## config.mk

```make
export PLATFORM = sky130hd
export DESIGN_NAME = pulse_period_tachometer
export DESIGN_NICKNAME = d
export VERILOG_FILES = /design/src/sv/ppt_pkg.sv /design/src/sv/pulse_period_tachometer.sv /design/src/sv/ppt_ring.sv /design/src/sv/ppt_div.sv
export SDC_FILE = /design/constraint.sdc
export NUM_CORES = 2
export LEC_CHECK = 0
export BUFFER_PORTS_ARGS = -buffer_cell sky130_fd_sc_hd__buf_2
export CAP_MARGIN = 5
export CORE_UTILIZATION = 38
export CTS_BUF_LIST = sky130_fd_sc_hd__clkbuf_2
export DETAILED_ROUTE_END_ITERATION = 7
export SETUP_SLACK_MARGIN = 0.15
export SYNTH_ARGS = -nofsm -noshare
export SYNTH_HDL_FRONTEND = slang
export SYNTH_SLANG_ARGS = --single-unit
```

## constraint.sdc

```tcl
create_clock -name i_clk -period 8.7 [get_ports i_clk]
set_input_delay 0.87 -clock i_clk [delete_from_list [all_inputs] [get_ports i_clk]]
set_output_delay 0.87 -clock i_clk [all_outputs]
set_load 0.01 [all_outputs]
```

## src/sv/ppt_pkg.sv

```systemverilog
// Types and constants shared by the pulse period tachometer modules.
package ppt_pkg;

    localparam int TIME_W    = 48;
    localparam int PERIOD_W  = 32;
    localparam int RPM_W     = 26;
    localparam int CFG_IDX_W = 2;

    localparam logic [RPM_W-1:0] RPM_NUM = 26'd60000000;
    localparam logic [PERIOD_W-1:0] TIMEOUT_RESET = 32'd2000000;

    localparam logic [CFG_IDX_W-1:0] CFG_GLITCH_FLOOR = 2'd0;
    localparam logic [CFG_IDX_W-1:0] CFG_TIMEOUT      = 2'd1;

    localparam logic OP_EDGE = 1'b0;
    localparam logic OP_EVAL = 1'b1;

    localparam logic [1:0] OUT_GLITCH  = 2'd0;
    localparam logic [1:0] OUT_STORED  = 2'd1;
    localparam logic [1:0] OUT_RESTART = 2'd2;
    localparam logic [1:0] OUT_FIRST   = 2'd3;

    localparam logic [1:0] STAT_NO_SIGNAL = 2'd0;
    localparam logic [1:0] STAT_OK        = 2'd1;
    localparam logic [1:0] STAT_UNSTABLE  = 2'd2;

    typedef enum logic [3:0] {
        S_IDLE,
        S_EDGE,
        S_EV_CHK,
        S_EV_READ,
        S_EV_MED,
        S_EV_HI,
        S_EV_SPREAD,
        S_EV_JUDGE,
        S_EV_DIV,
        S_REPORT
    } t_state;

    typedef struct packed {
        logic                start;
        logic [PERIOD_W-1:0] divisor;
    } t_div_req;

endpackage

```

## src/sv/pulse_period_tachometer.sv

```systemverilog
// Top level of the median-filtered pulse period tachometer.
//
// An item is transferred in when i_start is high and o_busy is low; i_opcode
// selects a sensor edge or an evaluate request and i_time_us carries its
// microsecond timestamp. Each item produces exactly one result, shown for one
// cycle with o_done high; the receiver cannot hold it off, so the block never
// waits on the output side. o_busy stays high from the transfer until the
// result appears, and the next item may be transferred in the cycle o_done is high.
// An edge item passes through S_EDGE and then S_REPORT. An evaluate request that
// finds no signal goes from S_EV_CHK straight to S_REPORT; otherwise it reads
// the newest held periods, up to the window size, from the ring memory, one
// period per cycle, sorting them into the window, then finds the median, the
// spread and the stability verdict and, unless the median is zero, runs the bit-serial rpm division.
// Configuration registers are written through i_cfg_we, i_cfg_idx and
// i_cfg_data at any edge and should change only while the block is idle.
// Synchronous reset clears all counters, the timebase and the held periods;
// the ring contents themselves are not cleared and are read only after writing.
module pulse_period_tachometer
    import ppt_pkg::*;
#(
    parameter int RING_DEPTH    = 16,
    parameter int MEDIAN_WINDOW = 5
) (
    input  logic                 i_clk,
    input  logic                 i_rst_n,
    input  logic                 i_start,
    output logic                 o_busy,
    input  logic                 i_opcode,
    input  logic [TIME_W-1:0]    i_time_us,
    input  logic                 i_cfg_we,
    input  logic [CFG_IDX_W-1:0] i_cfg_idx,
    input  logic [PERIOD_W-1:0]  i_cfg_data,
    output logic                 o_done,
    output logic [1:0]           o_edge_outcome,
    output logic [1:0]           o_signal_status,
    output logic [PERIOD_W-1:0]  o_median_period_us,
    output logic [RPM_W-1:0]     o_speed_rpm,
    output logic [31:0]          o_pulses_seen,
    output logic [31:0]          o_glitches_seen,
    output logic [31:0]          o_missed_seen,
    output logic [4:0]           o_periods_held
);

    localparam int HW = $clog2(RING_DEPTH);
    localparam int VW = $clog2(RING_DEPTH + 1);
    localparam int NW = $clog2(MEDIAN_WINDOW + 1);
    localparam int SW = $clog2(MEDIAN_WINDOW);
    localparam int CW = (VW > NW) ? VW : NW;

    t_state r_state, n_state;

    logic [PERIOD_W-1:0] r_glitch_floor;
    logic [PERIOD_W-1:0] r_timeout;

    logic [HW-1:0]       r_head;
    logic [VW-1:0]       r_valid;
    logic [TIME_W-1:0]   r_last_time;
    logic                r_have_last;
    logic [31:0]         r_pulse_total;
    logic [31:0]         r_glitch_total;
    logic [31:0]         r_missed_total;
    logic [PERIOD_W-1:0] r_afloor;
    logic [31:0]         r_checked_total;

    logic [TIME_W-1:0]   r_time;
    logic [TIME_W-1:0]   r_gap;

    logic [NW-1:0]       r_n;
    logic [NW-1:0]       r_issue;
    logic [NW-1:0]       r_recv;
    logic                r_rvalid;
    logic [HW-1:0]       r_rd_addr;
    logic [PERIOD_W-1:0] r_win [MEDIAN_WINDOW];
    logic [PERIOD_W-1:0] n_win [MEDIAN_WINDOW];
    logic [PERIOD_W-1:0] r_newest;
    logic [PERIOD_W-1:0] r_med;
    logic [PERIOD_W-1:0] r_hi;
    logic [PERIOD_W-1:0] r_lo;
    logic [PERIOD_W-1:0] r_spread;

    logic [1:0]          r_res_outcome;
    logic [1:0]          r_res_status;
    logic [PERIOD_W-1:0] r_res_med;
    logic [RPM_W-1:0]    r_res_rpm;

    logic                r_done;

    logic                mem_we;
    logic [HW-1:0]       mem_waddr;
    logic [PERIOD_W-1:0] mem_wdata;
    logic [PERIOD_W-1:0] mem_rdata;

    t_div_req            div_req;
    logic                div_done;
    logic [RPM_W-1:0]    div_quo;

    logic [PERIOD_W-1:0] edge_floor;
    logic                is_glitch;
    logic                in_time;
    logic [PERIOD_W-1:0] clamped_gap;
    logic [HW-1:0]       head_inc;
    logic [HW-1:0]       newest_addr;
    logic [HW-1:0]       rd_addr_dec;
    logic                no_signal;
    logic                wide_win;
    logic [SW-1:0]       w_sel;
    logic [PERIOD_W-1:0] w_pick;
    logic                lt [MEDIAN_WINDOW];
    logic                missed_hit;
    logic                unstable;

    ppt_ring #(
        .DEPTH(RING_DEPTH),
        .AW   (HW)
    ) u_ring (
        .i_clk  (i_clk),
        .i_we   (mem_we),
        .i_waddr(mem_waddr),
        .i_wdata(mem_wdata),
        .i_raddr(r_rd_addr),
        .o_rdata(mem_rdata)
    );

    ppt_div u_div (
        .i_clk     (i_clk),
        .i_rst_n   (i_rst_n),
        .i_req     (div_req),
        .o_done    (div_done),
        .o_quotient(div_quo)
    );

    always_comb begin
        edge_floor  = (r_afloor > r_glitch_floor) ? r_afloor : r_glitch_floor;
        is_glitch   = (r_gap < {16'b0, edge_floor});
        in_time     = (r_gap <= {16'b0, r_timeout});
        clamped_gap = (|r_gap[TIME_W-1:PERIOD_W]) ? '1 : r_gap[PERIOD_W-1:0];
        head_inc    = (r_head == HW'(RING_DEPTH - 1)) ? '0 : r_head + 1'b1;
        newest_addr = (r_head == '0) ? HW'(RING_DEPTH - 1) : r_head - 1'b1;
        rd_addr_dec = (r_rd_addr == '0) ? HW'(RING_DEPTH - 1) : r_rd_addr - 1'b1;
        no_signal   = (r_valid < VW'(2)) || !r_have_last || (r_gap > {16'b0, r_timeout});
        wide_win    = (32'(r_n) >= 32'd4);
        missed_hit  = (r_pulse_total != r_checked_total)
                   && ({1'b0, r_newest} > ({1'b0, r_med} + {2'b0, r_med[PERIOD_W-1:1]}))
                   && ({2'b0, r_newest} < ({2'b0, r_med} + {1'b0, r_med, 1'b0}));
        unstable    = wide_win
                   && (({3'b0, r_spread} + {1'b0, r_spread, 2'b0}) > {3'b0, r_med});
    end

    always_comb begin
        if (r_state == S_EV_MED) begin
            w_sel = SW'(r_n >> 1);
        end else if (wide_win) begin
            w_sel = SW'(r_n - NW'(2));
        end else begin
            w_sel = SW'(r_n - NW'(1));
        end
        w_pick = r_win[w_sel];
    end

    always_comb begin
        for (int k = 0; k < MEDIAN_WINDOW; k++) begin
            lt[k] = (NW'(k) < r_recv) && (r_win[k] <= mem_rdata);
        end
        n_win[0] = lt[0] ? r_win[0] : mem_rdata;
        for (int k = 1; k < MEDIAN_WINDOW; k++) begin
            n_win[k] = lt[k] ? r_win[k] : (lt[k-1] ? mem_rdata : r_win[k-1]);
        end
    end

    always_comb begin
        n_state = r_state;
        unique case (r_state)
            S_IDLE: begin
                if (i_start) begin
                    n_state = (i_opcode == OP_EVAL) ? S_EV_CHK : S_EDGE;
                end
            end
            S_EDGE:      n_state = S_REPORT;
            S_EV_CHK:    n_state = no_signal ? S_REPORT : S_EV_READ;
            S_EV_READ:   n_state = (r_recv == r_n) ? S_EV_MED : S_EV_READ;
            S_EV_MED:    n_state = S_EV_HI;
            S_EV_HI:     n_state = S_EV_SPREAD;
            S_EV_SPREAD: n_state = S_EV_JUDGE;
            S_EV_JUDGE:  n_state = (r_med == '0) ? S_REPORT : S_EV_DIV;
            S_EV_DIV:    n_state = div_done ? S_REPORT : S_EV_DIV;
            S_REPORT:    n_state = S_IDLE;
            default:     n_state = S_IDLE;
        endcase
    end

    always_comb begin
        mem_we          = 1'b0;
        mem_waddr       = r_head;
        mem_wdata       = clamped_gap;
        div_req.start   = 1'b0;
        div_req.divisor = r_med;
        unique case (r_state)
            S_EDGE:     mem_we = r_have_last && !is_glitch && in_time;
            S_EV_JUDGE: div_req.start = (r_med != '0);
            default: begin
            end
        endcase
    end

    always_ff @(posedge i_clk) begin
        if (!i_rst_n) begin
            r_state <= S_IDLE;
        end else begin
            r_state <= n_state;
        end
    end

    always_ff @(posedge i_clk) begin
        if (!i_rst_n) begin
            r_glitch_floor <= '0;
            r_timeout      <= TIMEOUT_RESET;
        end else if (i_cfg_we) begin
            case (i_cfg_idx)
                CFG_GLITCH_FLOOR: r_glitch_floor <= i_cfg_data;
                CFG_TIMEOUT:      r_timeout      <= i_cfg_data;
                default: begin
                end
            endcase
        end
    end

    always_ff @(posedge i_clk) begin
        if (!i_rst_n) begin
            r_head          <= '0;
            r_valid         <= '0;
            r_last_time     <= '0;
            r_have_last     <= 1'b0;
            r_pulse_total   <= '0;
            r_glitch_total  <= '0;
            r_missed_total  <= '0;
            r_afloor        <= '0;
            r_checked_total <= '0;
            r_issue         <= '0;
            r_recv          <= '0;
            r_rvalid        <= 1'b0;
            r_done          <= 1'b0;
        end else begin
            r_done   <= (r_state == S_REPORT);
            r_rvalid <= 1'b0;
            unique case (r_state)
                S_EDGE: begin
                    if (r_have_last && is_glitch) begin
                        r_glitch_total <= r_glitch_total + 1'b1;
                    end else begin
                        if (r_have_last && in_time) begin
                            r_head <= head_inc;
                            if (r_valid != VW'(RING_DEPTH)) begin
                                r_valid <= r_valid + 1'b1;
                            end
                        end else if (r_have_last) begin
                            r_valid <= '0;
                        end
                        r_last_time   <= r_time;
                        r_have_last   <= 1'b1;
                        r_pulse_total <= r_pulse_total + 1'b1;
                    end
                end
                S_EV_CHK: begin
                    r_issue <= '0;
                    r_recv  <= '0;
                    if (no_signal) begin
                        r_afloor        <= '0;
                        r_checked_total <= r_pulse_total;
                    end
                end
                S_EV_READ: begin
                    if (r_issue != r_n) begin
                        r_issue  <= r_issue + 1'b1;
                        r_rvalid <= 1'b1;
                    end
                    if (r_rvalid) begin
                        r_recv <= r_recv + 1'b1;
                    end
                end
                S_EV_SPREAD: begin
                    if (missed_hit) begin
                        r_missed_total <= r_missed_total + 1'b1;
                    end
                    r_checked_total <= r_pulse_total;
                    r_afloor        <= wide_win ? {2'b0, r_hi[PERIOD_W-1:2]} : '0;
                end
                default: begin
                end
            endcase
        end
    end

    always_ff @(posedge i_clk) begin
        case (r_state)
            S_IDLE: begin
                r_time        <= i_time_us;
                r_gap         <= i_time_us - r_last_time;
                r_res_outcome <= OUT_GLITCH;
                r_res_status  <= STAT_NO_SIGNAL;
                r_res_med     <= '0;
                r_res_rpm     <= '0;
            end
            S_EDGE: begin
                if (!r_have_last) begin
                    r_res_outcome <= OUT_FIRST;
                end else if (is_glitch) begin
                    r_res_outcome <= OUT_GLITCH;
                end else if (in_time) begin
                    r_res_outcome <= OUT_STORED;
                end else begin
                    r_res_outcome <= OUT_RESTART;
                end
            end
            S_EV_CHK: begin
                r_rd_addr <= newest_addr;
                if (CW'(r_valid) < CW'(MEDIAN_WINDOW)) begin
                    r_n <= NW'(r_valid);
                end else begin
                    r_n <= NW'(MEDIAN_WINDOW);
                end
            end
            S_EV_READ: begin
                if (r_issue != r_n) begin
                    r_rd_addr <= rd_addr_dec;
                end
                if (r_rvalid) begin
                    for (int k = 0; k < MEDIAN_WINDOW; k++) begin
                        r_win[k] <= n_win[k];
                    end
                    if (r_recv == '0) begin
                        r_newest <= mem_rdata;
                    end
                end
            end
            S_EV_MED: begin
                r_med <= w_pick;
            end
            S_EV_HI: begin
                r_hi <= w_pick;
                r_lo <= wide_win ? r_win[1] : r_win[0];
            end
            S_EV_SPREAD: begin
                r_spread <= r_hi - r_lo;
            end
            S_EV_JUDGE: begin
                r_res_status <= unstable ? STAT_UNSTABLE : STAT_OK;
                r_res_med    <= r_med;
                r_res_rpm    <= RPM_NUM;
            end
            S_EV_DIV: begin
                if (div_done) begin
                    r_res_rpm <= div_quo;
                end
            end
            S_REPORT: begin
                o_edge_outcome     <= r_res_outcome;
                o_signal_status    <= r_res_status;
                o_median_period_us <= r_res_med;
                o_speed_rpm        <= r_res_rpm;
                o_pulses_seen      <= r_pulse_total;
                o_glitches_seen    <= r_glitch_total;
                o_missed_seen      <= r_missed_total;
                o_periods_held     <= 5'(r_valid);
            end
            default: begin
            end
        endcase
    end

    assign o_busy = (r_state != S_IDLE);
    assign o_done = r_done;

endmodule

```

## src/sv/ppt_ring.sv

```systemverilog
// Period ring memory with one write port and one registered read port.
module ppt_ring
    import ppt_pkg::*;
#(
    parameter int DEPTH = 16,
    parameter int AW    = 4
) (
    input  logic                i_clk,
    input  logic                i_we,
    input  logic [AW-1:0]       i_waddr,
    input  logic [PERIOD_W-1:0] i_wdata,
    input  logic [AW-1:0]       i_raddr,
    output logic [PERIOD_W-1:0] o_rdata
);

    logic [PERIOD_W-1:0] r_mem [DEPTH];
    logic [PERIOD_W-1:0] r_rdata;

    always_ff @(posedge i_clk) begin
        if (i_we) begin
            r_mem[i_waddr] <= i_wdata;
        end
    end

    always_ff @(posedge i_clk) begin
        r_rdata <= r_mem[i_raddr];
    end

    assign o_rdata = r_rdata;

endmodule

```

## src/sv/ppt_div.sv

```systemverilog
// Restoring divider that forms the rpm constant divided by a period, one bit per cycle.
module ppt_div
    import ppt_pkg::*;
(
    input  logic             i_clk,
    input  logic             i_rst_n,
    input  t_div_req         i_req,
    output logic             o_done,
    output logic [RPM_W-1:0] o_quotient
);

    localparam int CNT_W = $clog2(RPM_W);

    logic                r_run;
    logic                r_done;
    logic [CNT_W-1:0]    r_cnt;
    logic [PERIOD_W-1:0] r_rem;
    logic [PERIOD_W-1:0] r_div;
    logic [RPM_W-1:0]    r_quo;
    logic [PERIOD_W:0]   trial;
    logic                ge;

    always_comb begin
        trial = {r_rem, r_quo[RPM_W-1]};
        ge    = (trial >= {1'b0, r_div});
    end

    always_ff @(posedge i_clk) begin
        if (!i_rst_n) begin
            r_run  <= 1'b0;
            r_done <= 1'b0;
            r_cnt  <= '0;
        end else begin
            r_done <= 1'b0;
            if (i_req.start) begin
                r_run <= 1'b1;
                r_cnt <= '0;
            end else if (r_run) begin
                r_cnt <= r_cnt + 1'b1;
                if (r_cnt == CNT_W'(RPM_W - 1)) begin
                    r_run  <= 1'b0;
                    r_done <= 1'b1;
                end
            end
        end
    end

    always_ff @(posedge i_clk) begin
        if (i_req.start) begin
            r_rem <= '0;
            r_div <= i_req.divisor;
            r_quo <= RPM_NUM;
        end else if (r_run) begin
            r_rem <= ge ? PERIOD_W'(trial - {1'b0, r_div}) : trial[PERIOD_W-1:0];
            r_quo <= {r_quo[RPM_W-2:0], ge};
        end
    end

    assign o_done     = r_done;
    assign o_quotient = r_quo;

endmodule

```

==> flow_summary_export.csv <==
group,metric,value,unit
run_status,status,"finished clean",
placement,dp_hpwl,143000,um
setup_path,startpoint,"r_glitch_floor[27]",
setup_path,r2r_slack,1.43,ns
placement,place_inst,8572,
cells_and_area,fillers,18200,
synthesis,synth_area_per_cell,13.0,sq um
drt,vias_per_cell,5.26,
cells_and_area,final_design_area_no_fill,0.0861,sq mm
setup_path,path_class,"register to register",
timing,skew,0.225,ns
drt,ant_nets,0,
setup_path,cp.arrival,8.59,ns
timing,worstMarginPinSlew,1.23,ns
cells_and_area,multi_input_area,0.0304,sq mm
timing,fin_crit,7.27,ns
floorplanning,fp.dieH,448,um
clock_network,clkSinkCount,1581,
cells_and_area,postLayoutCoreUtil,0.436,
global_routing,grt_pass1_wl,309000,um
cells_and_area,fin_nets,7209,
placement,gp_congestion,0.954,
floorplanning,rows,163,
setup_path,r2r_cells,20,
drt,drt_iter0_drc,3464,
timing,slew_viol_final,0,
floorplanning,initial_core_util,0.383,
hold_path,worstHoldPathType,"input pin to register",
cells_and_area,seqCellArea,0.0436,sq mm
cells_and_area,drive_above_1_share,0.208,
setup_path,critPathCapture,"u_ring.r_mem[15][12]",
global_routing,grt-ovfl-total,0,
synthesis,synth_area,0.0757,sq mm
synthesis,syn_inst,5812,
floorplanning,ios,252,
power,power.density,199,mW/mm^2
setup_path,critPathLaunchType,"register",
clock_network,ctsResizeCount,0,
synthesis,syn-num-nets,6458,
timing,hold_viol_final,0,
global_routing,grtUsageTotal,0.203,
setup_path,reg2reg_to,"u_ring.r_mem[15][12]",
timing,slew_headroom,0.173,
clock_network,cts_made_buffers,401,
clock_network,htreeDepth,5,
timing,whs,0.246,ns
clock_network,path_clk_slew,0.11,ns
flow_run,drv_cap,0,
setup_path,required,10.02,ns
drt,drc_errors,0,
timing,fin_crit_sh,0.835,
drt,via_count,50100,
drt,dr.pass1.iters,6,
floorplanning,core_area,0.198,sq mm
timing,finalSetupViolations,0,
timing,fmax,138,MHz
synthesis,synth-edff-count,1192,
drt,wl_per_cell,21.6,um
drt,drt-total-wl,206000,um
clock_network,cts_root_buf,"clkbuf_2",
clock_network,clk-insertion-delay-late,1.85,ns
global_routing,antenna_found_initial,10,
synthesis,async_flop_share,0,
cells_and_area,layout.cells.non_filler,9520,
floorplanning,die-area,0.201,sq mm
setup_path,r2r-start,"r_glitch_floor[27]",
placement,place_area,0.0803,sq mm
global_routing,grt_pass1_vias,50300,
synthesis,ys_seq_area_frac,0.576,
timing,fin_setup_tns,0,ns
setup_path,worstPathMaxFanout,32,
clock_network,cts_tree,"done",
global_routing,grt_max_degree,165,
clock_network,clk_path_buf_depth,4,
cells_and_area,mostFrequentLayoutCell,"edfxtp_1",
cells_and_area,syn_to_final_growth,13.8,%
synthesis,synth_cell_types,89,
setup_path,cp-end-kind,"register",
synthesis,synth-seq-cells,1581,
cells_and_area,layout_common_cells,"edfxtp_1, clkbuf_2, ha_1",
power,p_leak,0.0334,uW
timing,rsz0062_at_grt,"no",
power,ir_drop,0.142,mV
synthesis,yosys_warnings,0,
synthesis,synth-main-ff-cell,"edfxtp_1",
placement,port_buffers,251,
floorplanning,fp.dieW,448,um
==> worst min path at each step <==
stage | end | depth (start not counted) | slack [ns] | from
4_1_cts | r_state[1] | 6 | 0.001 | i_start
3_3_place_gp | o_median_period_us[18] | 0 | 0.40 | r_res_med[18]
3_5_place_dp | o_median_period_us[15] | 0 | 0.40 | r_res_med[15]
6_report | r_gap[22] | 4 | 0.25 | i_time_us[22]
2_1_floorplan | o_edge_outcome[0] | 0 | 0.40 | r_res_outcome[0]
5_1_grt | r_state[3] | 6 | 0.02 | i_start
==> per-layer routing <==
layer / GRT usage / up-vias / part of all wire / routed length, um
li1: - / 23600 / - / -
met1: 0.268 / 24600 / 0.44 / 90400
met2: 0.331 / 1538 / 0.47 / 96600
met3: 0.0396 / 391 / 0.058 / 11900
met4: 0.0758 / 0 / 0.032 / 6620
met5: 0 / - / 0 / 0
==> logic make-up (layout without fill, tap and decap cells) <==
family                   after synthesis  after routing  synth area share
XOR/XNOR                             267            267            0.0309
buffers and inverters                532           1582            0.0266
multiplexers                         502            502             0.101
AND/OR/NAND/NOR                     1343           1343            0.0862
AO/OA/AOI/OAI                       1028           1028            0.0862
adder cells (fa/ha/maj)              559            559            0.0929
flip-flops                          1581           1581             0.576
other                                  0             18                 0
==> where the power goes <==
| part | internal (uW) | switching, uW | total (uW) |
|---|---|---|---|
| Combinational | 1070 | 1780 | 2860 |
| Sequential | 8840 | 446 | 9290 |
| Clock | 1970 | 3040 | 5010 |
| Total | 11900 | 5270 | 17200 |
==> registers in the layout, summed over array words and instances (netlist names), 48 cells and up <==
register      count
u_ring.r_mem    512
r_win           160
r_gap            48
r_time           48
r_last_time      48
==> critical path, stage by stage (launching register included) <==
cell and delay, ns:
dfxtp_1 0.37, inv_1 0.05, ha_1 0.29, nand4_1 0.18, nor4_1 0.53, and3_1 0.30, a2111oi_0 0.09, o21ai_0 0.23
nand2_1 0.14, buf_4 0.25, mux2i_1 0.15, ha_1 0.31, nand4_1 0.13, nor2_1 0.19, nand3_1 0.14, nor3_1 0.35
o21ai_0 0.18, o21bai_2 0.66, and4_1 0.75, nand2_1 0.41, nor2_4 0.98
==> through the flow <==
step	power, uW	setup slack, ns
2_1_floorplan	11100	1.27
3_3_place_gp	12200	1.64
3_5_place_dp	12200	1.62
4_1_cts	17300	1.44
5_1_grt	18000	0.940
6_report	17200	1.43
==> cell type report <==
cell class | count | area share
antenna | 18 | 0.000523
clock buffer | 599 | 0.0348
clock inverter | 103 | 0.00638
inverter | 342 | 0.0150
multi-input combinational | 3699 | 0.352
sequential | 1581 | 0.506
tap | 2640 | 0.0384
timing repair buffer | 538 | 0.0464
==> Yosys cell counts (all sizes together) (11+ instances only) <==
| master | instances | area share |
|---|---|---|
| and3 | 67 | 0.0055 |
| nand3 | 94 | 0.0062 |
| o21bai | 20 | 0.0020 |
| a211oi | 20 | 0.0020 |
| clkbuf | 154 | 0.0076 |
| nor3 | 52 | 0.0034 |
| dfxtp | 389 | 0.10 |
| mux4 | 192 | 0.057 |
| a22o | 31 | 0.0036 |
| o21ai | 156 | 0.010 |
| inv | 340 | 0.017 |
| nor2 | 320 | 0.016 |
| nand2b | 53 | 0.0044 |
| xor2 | 82 | 0.0095 |
| and2 | 31 | 0.0026 |
| a21oi | 395 | 0.026 |
| edfxtp | 1192 | 0.47 |
| or2 | 49 | 0.0041 |
| mux2 | 190 | 0.028 |
| mux2i | 120 | 0.016 |
| a31oi | 14 | 0.0012 |
| a21o | 182 | 0.018 |
| buf | 36 | 0.0020 |
| nor4 | 31 | 0.0028 |
| nand2 | 404 | 0.020 |
| nand4 | 117 | 0.0097 |
| or3 | 19 | 0.0016 |
| o31ai | 21 | 0.0021 |
| nor2b | 61 | 0.0050 |
| o21a | 64 | 0.0063 |
| o211ai | 20 | 0.0020 |
| xnor2 | 185 | 0.021 |
| ha | 554 | 0.092 |
| or4 | 11 | 0.0011 |
==> repair_timing <==
action / CTS / global route
buffers inserted: 0 / 0
hold buffers: 228 / 0
hold endpoints to repair: 200 / 0
(Power assumes the default switching activity.)
